===== src/hw/rtl/tnsg_fifo.sv =====
// ----------------------------------------------------------------------------
// tnsg_fifo
// Small first-in first-out queue of register slots.
// ----------------------------------------------------------------------------
module tnsg_fifo #(
	parameter int unsigned WIDTH      = 25,
	parameter int unsigned DEPTH_LOG2 = 2
) (
	input  logic             clk,
	input  logic             arst_n,
	input  logic             wr_en,
	input  logic [WIDTH-1:0] wr_data,
	input  logic             rd_en,
	output logic [WIDTH-1:0] rd_data,
	output logic             full,
	output logic             empty
);

	localparam int unsigned DEPTH = 1 << DEPTH_LOG2;

	logic [WIDTH-1:0]      mem_q [DEPTH];
	logic [DEPTH_LOG2-1:0] wr_ptr_q;
	logic [DEPTH_LOG2-1:0] rd_ptr_q;
	logic [DEPTH_LOG2:0]   count_q;
	logic                  do_wr;
	logic                  do_rd;

	assign full    = (count_q == (DEPTH_LOG2+1)'(DEPTH));
	assign empty   = (count_q == '0);
	assign do_wr   = wr_en && !full;
	assign do_rd   = rd_en && !empty;
	assign rd_data = mem_q[rd_ptr_q];

	always_ff @(posedge clk or negedge arst_n) begin
		if (!arst_n) begin
			wr_ptr_q <= '0;
			rd_ptr_q <= '0;
			count_q  <= '0;
		end else begin
			if (do_wr) wr_ptr_q <= wr_ptr_q + 1'b1;
			if (do_rd) rd_ptr_q <= rd_ptr_q + 1'b1;
			if (do_wr && !do_rd) count_q <= count_q + 1'b1;
			else if (do_rd && !do_wr) count_q <= count_q - 1'b1;
		end
	end

	always_ff @(posedge clk) begin
		if (do_wr) mem_q[wr_ptr_q] <= wr_data;
	end

endmodule


===== config.mk =====
export PLATFORM = sky130hd
export DESIGN_NAME = tnsg_fifo
export DESIGN_NICKNAME = d
export VERILOG_FILES = /design/src/hw/rtl/tnsg_fifo.sv
export SDC_FILE = /design/constraint.sdc
export NUM_CORES = 1
export LEC_CHECK = 0
export ABC_AREA = 1
export BUFFER_PORTS_ARGS = -buffer_cell sky130_fd_sc_hd__buf_2
export CORE_MARGIN = 5
export CORE_UTILIZATION = 60
export CTS_BUF_LIST = sky130_fd_sc_hd__clkbuf_4
export CTS_CLUSTER_DIAMETER = 80
export DETAILED_ROUTE_END_ITERATION = 6
export GPL_TIMING_DRIVEN = 1
export PLACE_DENSITY = 0.79
export SETUP_SLACK_MARGIN = 0.02
export SLEW_MARGIN = 20
export SYNTH_ARGS = -nofsm -noshare
export SYNTH_HDL_FRONTEND = slang
export SYNTH_SLANG_ARGS = --single-unit

===== constraint.sdc =====
create_clock -name clk -period 5.7 [get_ports clk]
set_clock_uncertainty 0.05 [all_clocks]
set_input_delay 0.57 -clock clk [delete_from_list [all_inputs] [get_ports clk]]
set_output_delay 0.57 -clock clk [all_outputs]
set_load 0.005 [all_outputs]

==> metrics.md, run 1 <==
| Metric | Value |
|---|---|
| Clock Latency Late Sink | `about 0.43 ns` |
| Status | `finished, final reports clean` |
| Crit path DAT | `2.23 ns` |
| DR vias | `2681` |
| Post-synth ARST share | `around 6.5%` |
| Clk root buf | `clkbuf_4` |
| Crit-path most repeated cell | `nand2_1` |
| Routability cong. | `between 0.7 and 0.8` |
| Fin. max-slew vios | `0` |
| Max incr delay on CP | `between 0.7 and 0.8 ns` |
| Core Util, Final | `between 60% and 70%` |
| Hold_ws | `~0.27 ns` |
| CTS HTree Levels | `3` |
| RSZ-0062 raised after global routing | `false` |
| DR DRC count | `0` |
| Drt first-iter violations | `about 160` |
| Setup Crit Path Kind | `reg2out` |
| Gr busiest metal | `met2` |
| Met2 global-route usage | `roughly 30%` |
| Post-synth EDFFs | `100` |
| Die area | `0.00927 mm2` |
| Antenna Cells | `0` |
| GR Util met3 | `approximately 3.8%` |
| First-pass iteration count of the detailed router | `4` |
| First-pass GRT wire length | `around 12000 um` |
| Grt ovf | `0` |
| Peak VDD IR | `0.357 mV` |
| Crit path time final | `approximately 2.8 ns` |
| Chip height | `around 96 um` |
| Via count of the first global-routing pass | `roughly 2600` |
| Netlist Area Pre-Place | `about 0.0045 mm2` |
| Port buffer count | `55` |
| Row count | `31` |
| Synth cell types | `17` |
| Fin crit share | `about half` |
| WL final | `a little under 8000 um` |
| Setup TNS | `0 ns` |
| Yosys top cell area share | `between 60% and 70%` |
| Syn nets | `388` |
| Fillcell total | `about 520` |
| Crit Path Max Fanout | `~100` |
| Family with the most delay on the worst path | `buffers and inverters` |
| Yosys warning count | `0` |
| Initial Utilization | `roughly three fifths` |
| CP Launch Type | `register` |
| Synth top area cells | `edfxtp_1, nand2_1, o211ai_1` |
| Hpwl dp | `around 4600 um` |
| Largest net degree at the start of global routing | `102` |
| Slowest stage cell, crit path | `buf_4` |
| Synth Area per Inst | `12.7 um2` |
| Crit-path cells | `inv_2, buf_4, nand2_1, o211ai_1, nand2_1, buf_2` |
| Fmax | `about 350 MHz` |
| HP Class | `in2reg` |
| Crit path buf inv count | `3` |
| Actual slew at the worst max-slew pin | `~0.98 ns` |
| DR WL/cell | `15.3 um` |
| Vias/cell | `5.27` |
| Finished layout cell area | `a little under 0.005 mm2` |
| Core area | `roughly 0.0073 mm2` |
| Clock transition at path regs | `between 0.15 and 0.2 ns` |
| CTS buffer count | `9` |
| Fraction of layout cells with a size suffix above 1 | `approximately 20%` |
| I/O pin count | `between 50 and 60` |
| Setup-failing EPs final | `0` |
| Dominant synthesized flop cell | `edfxtp_1` |
| Clock Sinks | `between 100 and 150` |
| Post-synthesis register bit count | `107` |
| Fin. Hold Viols | `0` |
| Largest area contributor in the netlist | `edfxtp_1` |
| Met1 GRT Util | `a little under a quarter` |
| MaxCap Viol Count | `0` |
| Clock buffer depth | `2` |
| Rel. slew slack | `around a third` |
| Nets | `440` |
| Tot GR Track Use | `~18%` |
| Pwr dens | `474 mW/mm2` |
| Critical Path End Type | `output port` |
| CTS tree | `yes` |
| Initial antenna violation count | `0` |
| Antenna Violating Nets Remaining | `0` |
| DP Area | `about 0.0048 mm2` |
| Die Wd | `approximately 96 um` |
| Area delta synth->final | `10.6%` |
| LEAKAGE | `around 2.1 nW` |
| Post-synthesis sequential area ratio | `roughly 71%` |
| Critical Path RT | `between 5 and 6 ns` |
| Syn Inst Count | `around 350` |
==> final timing paths <==
path / from / to / slack, ns / cells past startpoint
min in group asynchronous: arst_n / count_q[1] / 0.44 / 2
setup / recovery: rd_ptr_q[0] / rd_data[10] / 2.85 / 6
hold reg to reg: count_q[2] / count_q[2] / 0.47 / 2
max in group asynchronous: arst_n / rd_ptr_q[1] / 4.99 / 2
setup reg to reg: count_q[0] / count_q[1] / 3.50 / 9
hold / removal: wr_data[3] / mem_q[2][3] / 0.27 / 1
==> placed cells by master, fill, tap and decap left out <==
cell             n
nand3_1          7
ha_1             5
clkinvlp_4       1
dlygate4sd3_1    1
inv_1           65
fa_1             1
o21ai_0          1
inv_2            2
o211ai_1        46
o211ai_2         4
clkbuf_4         9
dfrtp_1          6
nand4_1          1
nor2_4           4
buf_4            1
clkinv_4         1
buf_2           55
xnor2_1          1
clkinv_2         1
inv_6            2
nand2_1         93
bufinv_16        2
edfxtp_1       100
dfrtp_2          1
==> through the flow <==
step	power (W)	setup slack, ns	instances
3_3_place_gp	0.00191	3.03	492
2_1_floorplan	0.00170	3.45	353
4_1_cts	0.00236	2.50	509
6_report	0.00234	2.85	509
3_5_place_dp	0.00194	3.03	492
5_1_grt	0.00250	2.67	509
==> sequential cells by signal (all words and copies together), names as in the netlist <==
| register | count |
|---|---|
| mem_q | 100 |
| rd_ptr_q | 2 |
| count_q | 3 |
| wr_ptr_q | 2 |
==> Yosys cell counts (all sizes together) (2+ instances only) <==
cell type	instances
edfxtp	100
inv	67
nand3	7
nor2	4
buf	14
ha	5
clkbuf	2
nand2	93
o211ai	50
dfrtp	7
==> layout make-up <==
cell class | instances | area, um2 | share of cell area (%)
sequential | 107 | 3180 | 64.3
tap | 99 | 124 | 2.51
inverter | 67 | 251 | 5.09
clock inverter | 7 | 98.8 | 2.00
timing repair buffer | 57 | 293 | 5.93
multi-input combinational | 163 | 927 | 18.8
clock buffer | 9 | 67.6 | 1.37
==> per-layer routing <==
| metal | part of all wire, % | up-vias |
|---|---|---|
| li1 | - | 1303 |
| met1 | 45 | 1293 |
| met2 | 50 | 76 |
| met3 | 4.5 | 9 |
| met4 | 1.1 | 0 |
| met5 | 0 | - |
==> logic make-up after synthesis <==
group                      count (synthesis)  synth area share, %
AOI/OAI and AO/OA                         51                 8.96
xor gates and xnor gates                   1                0.196
adders and majority gates                  6                 1.85
buffers and inverters                     83                 8.77
DFF                                      107                 71.1
and+or+nand+nor                          105                 9.08
==> power breakdown <==
part | switching, W | total (W) | internal (W)
sequential | 0.0000825 | 0.00112 | 0.00104
combinational | 0.000509 | 0.000797 | 0.000288
clock | 0.000244 | 0.000426 | 0.000181
total | 0.000836 | 0.00234 | 0.00151
==> what timing repair did <==
action | 4_1_cts | 5_1_grt
setup buffers | 0 | 0
endpoints found under the hold margin | 7 | 0
hold buffers | 1 | 0
endpoints found under the setup margin | 0 | 0
resized for setup | 0 | 0
No activity file was read; power rests on OpenSTA's default activity.
==> inputs of run 2 (changes only) <==
Settings changed: CORE_UTILIZATION 60 to 54, PLACE_DENSITY 0.79 to 0.75.
Clock period 5.7 ns to 2.44 ns, I/O delays scaled along.
==> run 2 against run 1 <==
Compared with the run above: die area increased by 9.9%; flip-flop and latch count unchanged; global-route usage decreased by 1.4 points; wire length increased by 0.40%; final area increased by 6.0%; clock power increased by 100%; register-to-register slack got worse by 3.0 ns; core utilization decreased by 3.7 points; combinational power increased to 2.5 times the previous value; non-clock buffer count increased by 31.
==> metrics.md, run 2 (synthesis results as in run 1) <==
| Metric | Value |
|---|---|
| CTS buffer count | `9` |
| CTS HTree Levels | `3` |
| Antenna Cells | `0` |
| Worst Hold Depth | `3` |
| Row count | `33` |
| DR WL/cell | `around 14 um` |
| Reg with most FFs | `mem_q` |
| I/O pin count | `56` |
| Crit-path most repeated cell | `nand2_1` |
| Setup bufs post-CTS | `0` |
| Worst r2r src | `count_q[0]` |
| Crit path time final | `a little over 2 ns` |
| HP Class | `in2reg` |
| Nets | `around 470` |
| WL final | `between 7000 and 8000 um` |
| Critical Path RT | `2.15 ns` |
| Tot GR Track Use | `between 15 and 20%` |
| Crit path buf inv count | `3` |
| Fin. max-slew vios | `0` |
| Clock Sinks | `roughly 110` |
| Crit path DAT | `1.75 ns` |
| Die area | `~0.010 mm2` |
| Fin. Hold Viols | `0` |
| Worst Hold Path EP | `wr_ptr_q[0]` |
| Crit-path cells | `inv_2, buf_12, nand2_1, o211ai_1, nand2_1, buf_2` |
| Actual slew at the worst max-slew pin | `0.523 ns` |
| Initial antenna violation count | `0` |
| Family with the most delay on the worst path | `buffers and inverters` |
| LEAKAGE | `2.20 nW` |
| Commonest non-fill, non-tap cell in the layout | `edfxtp_1` |
| Clock buffer depth | `2` |
| Via count of the first global-routing pass | `approximately 2800` |
| Setup-failing EPs final | `0` |
| Reg-to-Reg End | `count_q[2]` |
| Fraction of layout cells with a size suffix above 1 | `between 10% and 20%` |
| Status | `finished, final reports clean` |
| Setup TNS | `0 ns` |
| Min-Delay Startpoint | `wr_en` |
| Vias/cell | `5.09` |
| First-pass iteration count of the detailed router | `4` |
| Clk root buf | `clkbuf_4` |
| Core area | `slightly above 0.008 mm2` |
| Peak VDD IR | `0.839 mV` |
| MaxCap Viol Count | `0` |
| Critical Path End Type | `output port` |
| Routability cong. | `0.925` |
| Largest net degree at the start of global routing | `about 100` |
| Port buffer count | `55` |
| Area delta synth->final | `17.2%` |
| Largest register FFs | `100` |
| Chip height | `about 100 um` |
| Most frequent cells in the layout | `edfxtp_1, nand2_1, inv_1` |
| Hpwl dp | `4810 um` |
| Fmax | `a little under 500 MHz` |
| First-pass GRT wire length | `~13000 um` |
| Hold_ws | `approximately 0.04 ns` |
| Rel. slew slack | `65.1%` |
| Grt ovf | `0` |
| Antenna Violating Nets Remaining | `0` |
| Fin crit share | `between 80% and 90%` |
| Die Wd | `roughly 100 um` |
| Clock Latency Late Sink | `between 0.4 and 0.5 ns` |
| CTS tree | `yes` |
| Pwr dens | `1040 mW/mm2` |
| DR DRC count | `0` |
| Crit Path Max Fanout | `roughly 100` |
| Slowest stage cell, crit path | `dfrtp_1` |
| Drt first-iter violations | `between 100 and 150` |
| Setup Crit Path Kind | `reg2out` |
| Initial Utilization | `a little over half` |
| DR vias | `2775` |
| Top Registers | `mem_q (100), count_q (3)` |
| Fillcell total | `between 600 and 700` |
| Worst R2R Path Depth | `10` |
| CP Launch Type | `register` |
| RSZ-0062 raised after global routing | `false` |
| Max incr delay on CP | `about 0.43 ns` |
| Clock transition at path regs | `0.13 ns` |
| Reg2Reg Setup Slack | `approximately 0.55 ns` |
## run 2: worst max path at each step
stage / from / endpoint / slack (ns) / depth (start not counted)
6_report: rd_ptr_q[0] / rd_data[9] / 0.40 / 6
3_3_place_gp: count_q[0] / count_q[2] / 0.67 / 10
3_5_place_dp: count_q[0] / count_q[2] / 0.59 / 10
2_1_floorplan: count_q[0] / mem_q[0][0] / 0.19 / 4
5_1_grt: rd_ptr_q[0] / rd_data[6] / 0.24 / 6
4_1_cts: rd_ptr_q[0] / rd_data[9] / 0.37 / 6
## run 2: repair_timing
item	4_1_cts	5_1_grt
hold buffers	26	0
hold endpoints to repair	106	0
resized for setup	0	0
## run 2: metrics by stage
stage          instances  setup slack (ns)  instance area [um2]  power, W  util, %
6_report             545             0.398                 5240   0.00543     64.4
5_1_grt              545             0.239                 5240   0.00583     64.4
4_1_cts              545             0.366                 5240   0.00549     64.4
3_5_place_dp         504             0.592                 4840   0.00461     59.5
3_3_place_gp         504             0.675                 4840   0.00454     59.5
2_1_floorplan        353             0.191                 4470   0.00397        -
## run 2: final cells by class
cell class | count | area, um2 | share of cell area (%)
Clock inverter | 2 | 37.5 | 0.717
Tap cell | 105 | 131 | 2.51
Timing Repair Buffer | 88 | 613 | 11.7
Inverter | 67 | 251 | 4.80
Multi-Input combinational cell | 163 | 927 | 17.7
Clock buffer | 13 | 97.6 | 1.86
Sequential cell | 107 | 3180 | 60.7
## run 2: power breakdown
| part | total, W | internal [W] | switching [W] |
|---|---|---|---|
| Clock | 0.000871 | 0.000356 | 0.000515 |
| Sequential | 0.00254 | 0.00242 | 0.000119 |
| Combinational | 0.00202 | 0.000762 | 0.00126 |
| Total | 0.00543 | 0.00354 | 0.00189 |
## run 2: layer usage
metal | vias to the layer above | track usage, % | routed length (um)
met2 | 61 | 27.0 | 3940
met3 | 9 | 3.39 | 371
met1 | 1339 | 22.0 | 3430
li1 | 1366 | - | -
met5 | - | 0 | 0
met4 | 0 | 5.83 | 93
## run 2: worst min-delay path, delay by kind of cell
kind                   cells  cell delay (ns)
AND/OR/NAND/NOR            2             0.13
buffers and inverters      1             0.10
