**src/hw/rtl/tnsg_pkg.sv**
```systemverilog
// ----------------------------------------------------------------------------
// tnsg_pkg
// Types and constants shared by the tone and noise sound generator modules.
// ----------------------------------------------------------------------------
package tnsg_pkg;

	localparam int unsigned STEP_W  = 20;
	localparam int unsigned GAIN_W  = 8;
	localparam int unsigned MUTE_W  = 4;
	localparam int unsigned LEN_W   = 13;
	localparam int unsigned PER_W   = 32;
	localparam int unsigned CD_W    = 34;
	localparam int unsigned VOL_W   = 36;
	localparam int unsigned VOLF_W  = 20;
	localparam int unsigned LVL_W   = 15;
	localparam int unsigned SHIFT_W = 17;
	localparam int unsigned ACC_W   = 38;
	localparam int unsigned CH_N    = 4;

	localparam logic [STEP_W-1:0]  STEP_RESET   = 20'd12918;
	localparam logic [STEP_W-1:0]  STEP_MIN     = 20'd1024;
	localparam logic [31:0]        DEC_CONST    = 32'd4197201904;
	localparam logic [LVL_W-1:0]   LEVEL_MAX    = 15'd32767;
	localparam logic [SHIFT_W-1:0] FB_WHITE     = 17'h12000;
	localparam logic [SHIFT_W-1:0] FB_PERIODIC  = 17'h10000;
	localparam logic [3:0]         ATT_OFF      = 4'd15;

	localparam logic signed [CD_W-1:0]  ONE_SAMPLE = 34'sd65536;
	localparam logic signed [VOL_W-1:0] VOL_START  = -36'sd32768;
	localparam logic signed [21:0]      OUT_MAX    = 22'sd32767;
	localparam logic signed [21:0]      OUT_MIN    = -22'sd32767;

	// signed zeros so that compares stay signed
	localparam logic signed [CD_W-1:0]  CD_ZERO    = '0;
	localparam logic signed [ACC_W-1:0] ACC_ZERO   = '0;

	// sound register select codes carried in a latch byte
	localparam logic [2:0] REG_TONE0 = 3'd0;
	localparam logic [2:0] REG_TONE1 = 3'd2;
	localparam logic [2:0] REG_TONE2 = 3'd4;
	localparam logic [2:0] REG_NOISE = 3'd6;

	// noise rate that follows tone 2
	localparam logic [1:0] RATE_TONE2 = 2'd3;

	// configuration register indexes
	localparam logic [1:0] CFG_UPDATE_STEP = 2'd0;
	localparam logic [1:0] CFG_GAIN        = 2'd1;
	localparam logic [1:0] CFG_MUTE        = 2'd2;

	localparam logic [1:0] CH_TONE2 = 2'd2;
	localparam logic [1:0] CH_NOISE = 2'd3;

	typedef enum logic [2:0] {
		CMD_TONE_LO,
		CMD_TONE_HI,
		CMD_NOISE,
		CMD_ATTEN,
		CMD_SAMPLE
	} cmd_kind_t;

	typedef struct packed {
		cmd_kind_t        kind;
		logic [1:0]       chan;
		logic [5:0]       data;
		logic             block_start;
		logic [LEN_W-1:0] block_length;
	} cmd_t;

	typedef struct packed {
		logic [STEP_W-1:0] update_step;
		logic [GAIN_W-1:0] gain;
		logic [MUTE_W-1:0] mute_mask;
	} cfg_t;

	typedef enum logic [1:0] {
		LVL_IDLE,
		LVL_ITER,
		LVL_SCALE,
		LVL_DONE
	} lvl_state_t;

	typedef enum logic [3:0] {
		E_IDLE,
		E_WRITE,
		E_LEVEL,
		E_PERIOD,
		E_ADVANCE,
		E_TONE_START,
		E_TONE_A,
		E_TONE_B,
		E_TONE_END,
		E_NOISE_A,
		E_NOISE_B,
		E_MIX,
		E_OUT
	} eng_state_t;

endpackage

```
**src/hw/rtl/tnsg_front.sv**
```systemverilog
// ----------------------------------------------------------------------------
// tnsg_front
// Accepts items, tracks the latched register and turns each item into a
// command for the back end.
// ----------------------------------------------------------------------------
module tnsg_front (
	input  logic                         clk,
	input  logic                         arst_n,
	input  logic                         push,
	output logic                         full,
	input  logic                         req_type,
	input  logic [7:0]                   write_byte,
	input  logic                         block_start,
	input  logic [tnsg_pkg::LEN_W-1:0]   block_length,
	input  logic                         q_full,
	output logic                         q_push,
	output tnsg_pkg::cmd_t               q_cmd
);

	logic [2:0] latched_q;
	logic [2:0] reg_sel;
	logic       accept;

	assign full    = q_full;
	assign accept  = push && !q_full;
	assign q_push  = accept;
	assign reg_sel = write_byte[7] ? write_byte[6:4] : latched_q;

	always_ff @(posedge clk or negedge arst_n) begin
		if (!arst_n) begin
			latched_q <= '0;
		end else if (accept && !req_type && write_byte[7]) begin
			latched_q <= write_byte[6:4];
		end
	end

	always_comb begin
		q_cmd              = '0;
		q_cmd.block_start  = block_start;
		q_cmd.block_length = block_length;
		q_cmd.chan         = reg_sel[2:1];
		if (req_type) begin
			q_cmd.kind = tnsg_pkg::CMD_SAMPLE;
		end else begin
			unique case (reg_sel) inside
				tnsg_pkg::REG_TONE0, tnsg_pkg::REG_TONE1, tnsg_pkg::REG_TONE2: begin
					if (write_byte[7]) begin
						q_cmd.kind = tnsg_pkg::CMD_TONE_LO;
						q_cmd.data = {2'b00, write_byte[3:0]};
					end else begin
						q_cmd.kind = tnsg_pkg::CMD_TONE_HI;
						q_cmd.data = write_byte[5:0];
					end
				end
				tnsg_pkg::REG_NOISE: begin
					q_cmd.kind = tnsg_pkg::CMD_NOISE;
					q_cmd.data = {3'b000, write_byte[2:0]};
				end
				default: begin
					q_cmd.kind = tnsg_pkg::CMD_ATTEN;
					q_cmd.data = {2'b00, write_byte[3:0]};
				end
			endcase
		end
	end

endmodule

```
**config.mk**
```make
export PLATFORM = sky130hd
export DESIGN_NAME = tnsg_front
export DESIGN_NICKNAME = d
export VERILOG_FILES = /design/src/hw/rtl/tnsg_pkg.sv /design/src/hw/rtl/tnsg_front.sv
export SDC_FILE = /design/constraint.sdc
export NUM_CORES = 1
export LEC_CHECK = 0
export BUFFER_PORTS_ARGS = -buffer_cell sky130_fd_sc_hd__buf_2
export CAP_MARGIN = 5
export CORE_ASPECT_RATIO = 1.1
export CORE_MARGIN = 2
export CORE_UTILIZATION = 26
export CTS_CLUSTER_DIAMETER = 30
export CTS_CLUSTER_SIZE = 12
export DETAILED_ROUTE_END_ITERATION = 6
export PLACE_DENSITY = 0.72
export SYNTH_ARGS = -nofsm -noshare
export SYNTH_HDL_FRONTEND = slang
export SYNTH_SLANG_ARGS = --single-unit
```
**constraint.sdc**
```tcl
create_clock -name clk -period 0.8 [get_ports clk]
set_input_delay 0.08 -clock clk [delete_from_list [all_inputs] [get_ports clk]]
set_output_delay 0.08 -clock clk [all_outputs]
set_load 0.05 [all_outputs]
```
==> impl_metrics.ini, run 1 <==
[floorplan]
die_area_um2 = 1850
core_area_um2 = 1400
ios = 54
fp.dieH_um = 44.9
start_util_pct = 28.2
fp.dieW_um = 41.2
rows = 14

[place]
place_inst = 75
portBuffers = 25
routabilityCongestion = 0.705
pre_cts_ws_ns = -0.505
post-dp-hpwl_um = 761

[cells_and_area]
fill_cells = 136
largest_register_ffs = 3
final_common_cell = buf_2
stdcell_count = 81
top_regs = latched_q: 3 flops
top_register = latched_q
final_nets = 93
syn_to_final_growth_pct = 80.1
layout_common_cells = buf_2 (14), buf_6 (11), buf_4 (9)
layout-drive-gt1-share_pct = 89.2
post-route-util_pct = 50.8
diodes = 0

[timing]
setup_tns_ns = -4.26
slew_viol_final = 0
worstMarginPinSlew_ns = 0.436
finClkSkew_ns = 0
hold_slack_ns = 0.160
worst_slack_ns = -0.660
rsz0062_at_grt = true
max_slew_margin_pct = 70.9
max_freq_ghz = 0.685
setup_viol = 10
finalHoldViolCount = 0
finalCriticalPeriod_ns = 1.46
period_share_pct = 182

[power_and_ir_drop]
ir_worst_vdd_v = 0.000942
p_leak_nw = 0.334
power.density_nw_per_um2 = 1670

[critical_path]
path_max_fanout = 4
crit_family = buffers and inverters
crit_path_start_kind = flip-flop
cp.required_ns = 0.72
path_cells = buf_6, a211oi_4, buf_4, a211oi_4, buf_6
worst-path-buf-inv = 3
crit_path_top_delay_cell = dfrtp_1
end_kind = primary output
slowest_delay_ns = 0.40
crit_arrival_ns = 1.38
critPathKind = reg2out

[route]
via_per_inst = 4.57
wirelength_um = 1040
vias = 370
first_pass_iters = 2
wl_per_cell_um = 12.8
dr.first_iter.drc_count = 1
ant_nets = 0
drc = 0

[grt]
globalRouteTotalUtil_pct = 13.2
grt_pass1_vias = 378
grt_antenna_before_repair = 0
grt_max_degree = 9
gr-total-overflow = 0
grt_pass1_wl_um = 1610

[logic_synthesis]
synth_warnings = 0
synth_nets = 67
synth.distinct_cells = 15
ys_seq_elements = 3
synth.yosys.seq_area_share_pct = 19.0
synth_cells = 40
syn_area_um2 = 395
synth.avg_cell_area_um2 = 9.88

[clock_tree]
htreeDepth = 1
cts-root-buf = clkbuf_4
insertion_delay_ns = 0.23
cts_sinks = 3
clockBufferDepth = 2
path_clk_slew_ns = 0.04
cts_tree = built
numCtsBuffers = 3

[run]
maxCapViolCount = 0

[outcome]
violations = setup timing
status = finished, violations left

[min_path]
hp-class = in2out
[cells by family after synthesis]
logic type	count (synthesis)	share of synthesized area, %
buffers and inverters	16	30.4
AND/OR/NAND/NOR	12	25.3
multiplexers	5	17.1
AO/OA/AOI/OAI	4	8.23
flip-flops	3	19.0
[per-layer routing]
metal | track usage [%] | share of wire [%] | up-vias
met4 | 2.58 | 0 | 0
li1 | - | - | 173
met5 | 0 | 0 | -
met3 | 5.91 | 5.5 | 0
met2 | 19.7 | 53 | 16
met1 | 17.6 | 42 | 181
[per-stage QoR]
stage	area, um^2	total power, mW
finish	712	1.19
global placement	566	0.762
floorplan	465	0.781
CTS	677	1.13
detailed placement	566	0.770
global route	712	1.25
[timing repair]
item                       in CTS  in global routing
hold buffers                    1                  0
cloned                          0                  0
setup endpoints to repair      12                 13
hold endpoints to repair        3                  0
pin swaps                       1                  1
resized for setup              23                  8
buffers inserted                0                  1
[final timing paths]
| kind | from | endpoint | slack [ns] | cells past startpoint |
|---|---|---|---|---|
| min in group asynchronous | arst_n | latched_q[1] | 0.17 | 2 |
| worst max-delay path | latched_q[1] | q_cmd[23] | -0.66 | 5 |
| worst min register to register | latched_q[0] | latched_q[0] | 0.59 | 1 |
| max in group asynchronous | arst_n | latched_q[0] | 0.51 | 2 |
| worst min-delay path | block_start | q_cmd[13] | 0.16 | 0 |
| worst max register to register | latched_q[2] | latched_q[2] | -0.12 | 2 |
[report_power, final]
group | switching [mW] | total, mW | internal, mW
registers | 0.0388 | 0.227 | 0.189
clock network | 0.0859 | 0.273 | 0.187
logic | 0.353 | 0.685 | 0.332
total | 0.478 | 1.19 | 0.708
[final cells by class]
class	count	area, um^2	area share, %
repair buffers	37	307	43.1
multi-input cells	21	283	39.7
flip-flops and latches	3	76.3	10.7
clock buffers	4	26.3	3.69
well taps	16	20.0	2.81
[cells in the mapped netlist]
cell type	number	share of area, %
buf_4	16	30
mux2_2	2	5.7
a211o_1	1	2.2
nand2b_2	1	2.2
and4bb_4	1	4.1
a211oi_1	2	3.8
and2b_2	3	6.6
dfrtp_1	3	19
and4bb_1	1	3.2
nor3b_1	2	3.8
a311oi_1	1	2.2
mux2_4	3	11
nand2_1	1	0.95
nor3_1	1	1.3
nor2b_1	2	3.2
No activity file was read; power rests on OpenSTA's default activity.
==> run 2: changes to the inputs <==
--- a/config.mk
+++ b/config.mk
@@ -13,7 +13,7 @@
 export CTS_CLUSTER_DIAMETER = 30
 export CTS_CLUSTER_SIZE = 12
 export DETAILED_ROUTE_END_ITERATION = 6
-export PLACE_DENSITY = 0.72
+export PLACE_DENSITY_LB_ADDON = 0.1
 export SYNTH_ARGS = -nofsm -noshare
 export SYNTH_HDL_FRONTEND = slang
 export SYNTH_SLANG_ARGS = --single-unit
==> run 2 against run 1 <==
  * The run still ends with setup timing left
  * Critical path depth is 2 lower
  * Power is 4.0% lower
  * Combinational power decreased by 3.2%
  * Clock skew unchanged
  * Critical path type unchanged
  * Largest power group unchanged
  * Largest cell class unchanged
  * Non-clock buffer count down 1
  * Register-to-register slack is essentially flat
  * First-iteration DRC count rose to 3.0 times the previous value
  * Critical endpoint is now q_cmd[19]
  * Maximum frequency is 1.8% higher
==> impl_metrics.ini, run 2 (same netlist as run 1, synthesis figures left out) <==
[outcome]
status = finished, violations left
violations = setup timing

[floorplan]
fp.dieH_um = 44.9
fp.dieW_um = 41.2
start_util_pct = 28.2
die_area_um2 = 1850
core_area_um2 = 1400
ios = 54
rows = 14

[grt]
grt_pass1_vias = 364
globalRouteTotalUtil_pct = 13.9
grt_antenna_before_repair = 0
grt_max_degree = 9
grt_pass1_wl_um = 1690
gr-total-overflow = 0

[cells_and_area]
layout_common_cells = buf_2 (13), buf_4 (9), buf_6 (9)
diodes = 0
post-route-util_pct = 50.4
fill_cells = 138
largest_register_ffs = 3
top_regs = latched_q: 3 flops
syn_to_final_growth_pct = 78.5
layout-drive-gt1-share_pct = 85.9
final_nets = 92
top_register = latched_q
final_common_cell = buf_2

[power_and_ir_drop]
ir_worst_vdd_v = 0.000782
power.internal_mw = 0.694
power_frac_seq_pct = 19.1
combinationalPowerShare_pct = 58.2
p_switching_mw = 0.445
p_leak_nw = 0.336
p_clk_share_pct = 22.6
power.total_mw = 1.14
power.density_nw_per_um2 = 1610
swShare_pct = 39.1

[critical_path]
critPathKind = reg2out
crit_arrival_ns = 1.35
end_kind = primary output
crit_path_start_kind = flip-flop
regToRegSetupSlack_ns = -0.11
path_max_fanout = 3
cp.required_ns = 0.72

[clock_tree]
path_clk_slew_ns = 0.04
cts_sinks = 3
numCtsBuffers = 3
insertion_delay_ns = 0.23
cts-root-buf = clkbuf_4
cts_tree = built
htreeDepth = 1
post-cts-setup-buffers = 0
clockBufferDepth = 2

[timing]
worst_slack_ns = -0.634
period_share_pct = 179
finalHoldViolCount = 0
rsz0062_at_grt = true
finClkSkew_ns = 0
hold_slack_ns = 0.160
setup_viol = 10
finalCriticalPeriod_ns = 1.43
worstMarginPinSlew_ns = 0.446
slew_viol_final = 0
max_slew_margin_pct = 70.2
max_freq_ghz = 0.697

[place]
routabilityCongestion = 0.706
portBuffers = 25
post-dp-hpwl_um = 994

[route]
wl_met3_um = 143
met1_length_um = 343
first_pass_iters = 2
vias = 367
wl_per_cell_um = 14.4
via_per_inst = 4.59
top_layer = met4
drc = 0
wirelength_um = 1150
met2_length_um = 645
ant_nets = 0
dr.first_iter.drc_count = 3

[min_path]
hp-class = in2out

[run]
maxCapViolCount = 0
[run 2: cell types whose count changed in the layout (fill, tap and decap cells not counted)]
cell / before / now
a211oi_2: 0 / 1
a211oi_4: 2 / 1
buf_6: 11 / 9
and4bb_1: 0 / 1
and4bb_2: 1 / 0
dfrtp_1: 2 / 3
buf_2: 14 / 13
dfrtp_2: 1 / 0
buf_8: 1 / 3
[run 2: power groups by stage]
stage	Clock, mW	Sequential [mW]	Combinational (mW)
after global placement	0	0.211	0.561
after detailed placement	0	0.213	0.569
after floorplan	0	0.216	0.565
after CTS	0.273	0.215	0.668
final	0.258	0.218	0.663
after global routing	0.286	0.223	0.694
[run 2: layout make-up]
type | instances | area [um^2] | area share (%)
Sequential cell | 3 | 75.1 | 10.6
Timing Repair Buffer | 36 | 309 | 43.8
Tap cell | 16 | 20.0 | 2.84
Clock buffer | 4 | 26.3 | 3.72
Multi-Input combinational cell | 21 | 275 | 39.0
[run 2: worst max-delay path, stage by stage, from the launching register on]
cell and delay [ns]:
dfrtp_1 0.38, a211o_1 0.37, nor3b_4 0.20, buf_6 0.18
[run 2: timing repair]
action	CTS	global route
setup endpoints to repair	13	12
hold buffers	1	0
endpoints found under the hold margin	3	0
pin swaps	3	0
resized for setup	27	1
[run 2: final timing paths]
| check | to | cells past startpoint | startpoint |
|---|---|---|---|
| min in group asynchronous | latched_q[1] | 2 | arst_n |
| worst min-delay path | q_cmd[5] | 0 | block_length[5] |
| max in group asynchronous | latched_q[0] | 2 | arst_n |
| worst max register to register | latched_q[2] | 2 | latched_q[2] |
| worst min register to register | latched_q[0] | 1 | latched_q[0] |
| worst max-delay path | q_cmd[19] | 3 | latched_q[2] |
[run 2: per-stage QoR]
step           setup TNS (ns)  instances  setup slack [ns]  instance area [um^2]
2_1_floorplan           -2.31         40            -0.525                   465
3_3_place_gp            -3.61         75            -0.450                   578
3_5_place_dp            -3.80         75            -0.495                   578
4_1_cts                 -4.20         80            -0.652                   702
5_1_grt                 -4.53         80            -0.696                   706
6_report                -4.13         80            -0.634                   706
[run 2: layer usage]
layer  track usage (%)  vias up
met5                 0        -
met4              9.68        0
met3              4.93        6
met2              24.7       23
met1              12.0      165
li1                  -      173
